--- src/design/per_domain_port_event_counter_top_defines.svh ---
// assertion helpers for the per-domain port event counter
`ifndef PER_DOMAIN_PORT_EVENT_COUNTER_TOP_DEFINES_SVH
`define PER_DOMAIN_PORT_EVENT_COUNTER_TOP_DEFINES_SVH

// same-cycle implication, checked outside reset
`define PDPEC_ASSERT_NOW(label, clk, rst, ante, cons) \
   label: assert property (@(posedge clk) disable iff (rst) (ante) |-> (cons)) \
      else $error("pdpec: same-cycle check failed");

// next-cycle implication, checked outside reset
`define PDPEC_ASSERT_NEXT(label, clk, rst, ante, cons) \
   label: assert property (@(posedge clk) disable iff (rst) (ante) |=> (cons)) \
      else $error("pdpec: next-cycle check failed");

`endif

--- src/design/pdpec_ram.sv ---
module pdpec_ram #(
   parameter int WIDTH = 8,
   parameter int DEPTH = 16
) (
   input  logic                     clock,
   input  logic                     wr_en,
   input  logic [$clog2(DEPTH)-1:0] wr_addr,
   input  logic [WIDTH-1:0]         wr_data,
   input  logic [$clog2(DEPTH)-1:0] rd_addr,
   output logic [WIDTH-1:0]         rd_data
);

   logic [WIDTH-1:0] mem_ff [DEPTH];
   logic [WIDTH-1:0] rd_data_ff;

   // one write port, one registered read port
   always_ff @(posedge clock) begin
      if (wr_en) begin
         mem_ff[wr_addr] <= wr_data;
      end
      rd_data_ff <= mem_ff[rd_addr];
   end

   assign rd_data = rd_data_ff;

endmodule

--- config.mk ---
export PLATFORM = sky130hd
export DESIGN_NAME = pdpec_ram
export DESIGN_NICKNAME = d
export VERILOG_FILES = /design/src/design/per_domain_port_event_counter_top_defines.svh /design/src/design/pdpec_ram.sv
export SDC_FILE = /design/constraint.sdc
export NUM_CORES = 1
export LEC_CHECK = 0
export BUFFER_PORTS_ARGS = -buffer_cell sky130_fd_sc_hd__buf_2
export CAP_MARGIN = 10
export CORE_UTILIZATION = 55
export CTS_BUF_LIST = sky130_fd_sc_hd__clkbuf_4
export CTS_CLUSTER_SIZE = 20
export DETAILED_ROUTE_END_ITERATION = 10
export GPL_TIMING_DRIVEN = 1
export PLACE_DENSITY = 0.76
export SKIP_CTS_REPAIR_TIMING = 1
export SYNTH_ARGS = -nofsm -noshare
export SYNTH_HDL_FRONTEND = slang
export SYNTH_SLANG_ARGS = --single-unit
--- constraint.sdc ---
create_clock -name clock -period 1.7 [get_ports clock]
set_input_delay 0.17 -clock clock [delete_from_list [all_inputs] [get_ports clock]]
set_output_delay 0.17 -clock clock [all_outputs]
set_load 0.005 [all_outputs]
### Word level (Yosys, flattened, before mapping)

Memory sizes are Yosys's and may differ from the RTL's. A register that Yosys moved wholly into a read port is not among the register bits.
Cells that the tools add are included.

| operators by class | value |
|---|---|
| mux-type cells | 2 |

Operators by type and width:

| operator | count |
|---|---|
| $mux 1 | 2 |

| storage, ports and cells | value |
|---|---|
| register bits | 0 |
| bits in writable memories | 128 |
| bits of input ports | 18 |
| memories kept | 1 |

Memories:

| memory | depth | width | read ports | clocked after Yosys merged registers in | write ports | line | text |
|---|---|---|---|---|---|---|---|
| mem_ff | 16 | 8 | 1 | 1 | 1 | pdpec_ram.sv:13 | `logic [WIDTH-1:0] mem_ff [DEPTH];` |

### Longest topological paths before layout

| depth | value |
|---|---|
| depth in word-level cells | 2 |
| gate-level depth with buffers | 5 |

### Worst setup path before layout

No wires, ideal clock.

| timing | value |
|---|---|
| kind | input -> register |
| start point | in wr_addr[2] |
| end point | mem mem_ff[0][0], enable pin |
| arrival time | 1.280 ns |
| data required time | 1.317 ns |
| setup slack | 0.037 ns |
| cell stages on the path | 2 |
| buffers on the path | 0 |
| path through | or3b_2 nor3_1 |

RTL lines:

| item | line | text |
|---|---|---|
| start: declaration | pdpec_ram.sv:7 | `input logic [$clog2(DEPTH)-1:0] wr_addr,` |
| end: declaration | pdpec_ram.sv:13 |  |

Straight into the memory's write port.

==> flow_metrics.py <==
metrics = {
    "pwr": {
        "pwr-share-comb_pct": 5.8,
        "power_frac_seq_pct": 61.6,
        "leakage_nw": 1.99,
        "power_density_nw_per_um2": 1050,
        "p_switching_mw": 1.31,
        "p_int_mw": 4.80,
        "p_total_mw": 6.11,
        "pwr-share-clk_pct": 32.6,
        "swShare_pct": 21.4,
        "irDropWorstVdd_uv": 461,
    },
    "floorplanning": {
        "num_io_pins": 26,
        "core_um2": 8890,
        "dieArea_um2": 9750,
        "die_h_um": 98.7,
        "start_util_pct": 57.9,
        "placementRows": 34,
        "fp.dieW_um": 98.7,
    },
    "sta": {
        "slew_headroom_pct": 70.7,
        "period_share_pct": 79.9,
        "slew_viol_final": 0,
        "fin_crit_ps": 1360,
        "fin_skew_ps": 14.0,
        "max_freq_mhz": 736,
        "final-setup-viol-count": 0,
        "rsz0062_at_grt": "no",
        "hold_viol_final": 0,
        "tightest_slew_ps": 439,
        "tns_ps": 0,
    },
    "drt": {
        "routedWlPerCell_um": 23.0,
        "vias": 2515,
        "wirelength_mm": 9.45,
        "ant_nets": 0,
        "route.detailed.drc": 0,
        "drt_iter0_markers": 226,
        "vias_per_cell": 6.12,
        "drtPass1Iterations": 5,
    },
    "worst_setup_path": {
        "crit_end": "rd_data[3]",
        "critPathCaptureType": "flip-flop",
        "cp_slowest_cell": "mux4_1",
        "crit_arrival_ps": 1750,
        "path_cells": "mux4_1 > a22oi_1 > nand2_1",
        "cp_max_fo": 1,
        "slowest_delay_ps": 540,
        "start_kind": "flip-flop",
        "r2r_slack_ps": 340,
        "worstRegToRegCells": 3,
        "cp.required_ps": 2090,
        "cp-startpoint": "mem_ff[5][3]",
        "r2r_end": "rd_data[3]",
        "r2r_start": "mem_ff[5][3]",
        "crit_type": "flip-flop to flip-flop",
    },
    "layout": {
        "layout-drive-gt1-share_pct": 31.5,
        "fin_area_um2": 5840,
        "final_util_pct": 65.7,
        "areaGrowthSynthToFinish_pct": 13.5,
        "nNetsFinal": 307,
    },
    "cts": {
        "clk_path_buf_depth": 2,
        "clk_latency_ps": 490,
        "cts.sinks": 136,
        "cts_tree": "built",
        "clockRootBuffer": "clkbuf_4",
        "cts_buffers": 17,
        "h-tree-depth": 4,
        "clkTransAtPathRegs_ps": 120,
    },
    "grt": {
        "antenna_found_initial": 1,
        "grt-ovfl-total": 0,
        "grt_max_degree": 30,
        "grt_pass1_wl_mm": 14.6,
        "grt_pass1_vias": 2527,
        "track_usage_pct": 21.6,
    },
    "synth": {
        "ys_warn_count": 0,
        "synth_edf_count": 128,
        "yosysMostFrequentCell": "edfxtp_1",
        "synth-main-ff-cell": "edfxtp_1",
        "ys_types": 19,
        "synthArstFlopShare_pct": 0,
        "synth_area_leaders": "edfxtp_1 (75%), mux4_2 (7.9%), mux4_1 (7.1%)",
        "netlist_area_um2": 5150,
        "ys_seq_area_share_pct": 77.8,
        "yosys-top-cells-count": "edfxtp_1 (128), mux4_2 (18), a22oi_1 (16)",
        "syn_avg_cell_area_um2": 22.5,
        "synth_area_leader_cell": "edfxtp_1",
        "synth_top_area_share_pct": 74.7,
        "syn_nets": 247,
        "syn_inst": 229,
        "ys_seq_elements": 136,
    },
    "placement": {
        "gp_congestion": 0.806,
        "place_area_um2": 5520,
        "hpwl_mm": 5.94,
        "io_buffers": 25,
    },
    "hold_path": {
        "hold_class": "input port to flip-flop",
        "holdPathStages": 1,
    },
    "outcome": {
        "status": "complete, no violations",
    },
    "flow_run": {
        "max-cap-violations": 0,
    },
}
-- state kept, by name, indices dropped and copies added (netlist names) --
name / flops
mem_ff: 128
rd_data: 8
-- critical path: cells and delay by family, from the launching register on --
family	cells	cell delay, ps
mux	1	540
flops	1	390
compound gates	1	230
simple gates	1	100
-- cell usage in the layout, fill, tap and decap left out --
cell / n
dfxtp_1: 8
nand3b_1: 2
and2_1: 1
or3b_2: 1
mux4_1: 14
buf_4: 18
buf_12: 3
bufinv_16: 2
nand2b_1: 2
buf_2: 25
clkinv_4: 5
edfxtp_1: 128
a22oi_1: 16
dlygate4sd3_1: 5
nor2b_1: 1
clkinv_1: 2
clkbuf_4: 19
diode_2: 1
mux4_2: 18
and2b_1: 1
nand3_1: 1
nor3_1: 4
nor2_1: 13
clkinv_2: 4
nand2_1: 9
-- layer usage --
metal / global-route usage [%] / vias to the layer above / share of wire, %
met1: 30.5 / 1283 / 44
met3: 5.74 / 14 / 5.9
met5: 0 / - / 0
li1: - / 1099 / -
met4: 9.53 / 0 / 2.0
met2: 32.3 / 119 / 49
-- power by group through the flow --
stage	registers (mW)	logic [mW]	clock network, mW
6_report	3.76	0.356	1.99
5_1_grt	3.77	0.382	2.18
4_1_cts	3.76	0.351	2.05
3_5_place_dp	3.84	0.349	0
3_3_place_gp	3.84	0.339	0
2_1_floorplan	3.84	0.190	0
-- area by class of cell --
type	instances	area, um^2
antenna	1	2.50
timing repair buffer	51	370
multi-input combinational	83	1060
sequential	136	4000
tap	108	135
fill	583	3050
clock inverter	13	131
clock buffer	19	143
-- how the worst min path moves through the flow --
| stage | end | start | slack (ps) |
|---|---|---|---|
| after floorplan | mem_ff[0][0] | wr_data[0] | 270 |
| after global placement | mem_ff[4][4] | wr_data[4] | 540 |
| after detailed placement | rd_data[3] | rd_data[3] | 550 |
| after CTS | mem_ff[7][4] | wr_data[4] | -5 |
| after global routing | mem_ff[8][6] | wr_data[6] | 20 |
| final | mem_ff[8][6] | wr_data[6] | 70 |
-- per-stage QoR --
step	hold WS [ps]	setup WS (ps)	std cells
after floorplan	269	37.1	229
after global placement	543	119	373
after detailed placement	549	110	373
after CTS	-4.91	321	405
after global routing	17.6	246	411
final	71.8	341	411
-- cells by family (layout without fill, tap and decap cells) --
family | after synthesis | in the layout | share of synthesized area [%]
AOI/OAI and AO/OA | 16 | 16 | 2.33
buffers and inverters | 10 | 83 | 1.68
DFF | 136 | 136 | 77.8
muxes | 32 | 32 | 15.0
other | 0 | 1 | 0
and+or+nand+nor | 35 | 35 | 3.18
No activity file was read; power rests on OpenSTA's default activity.
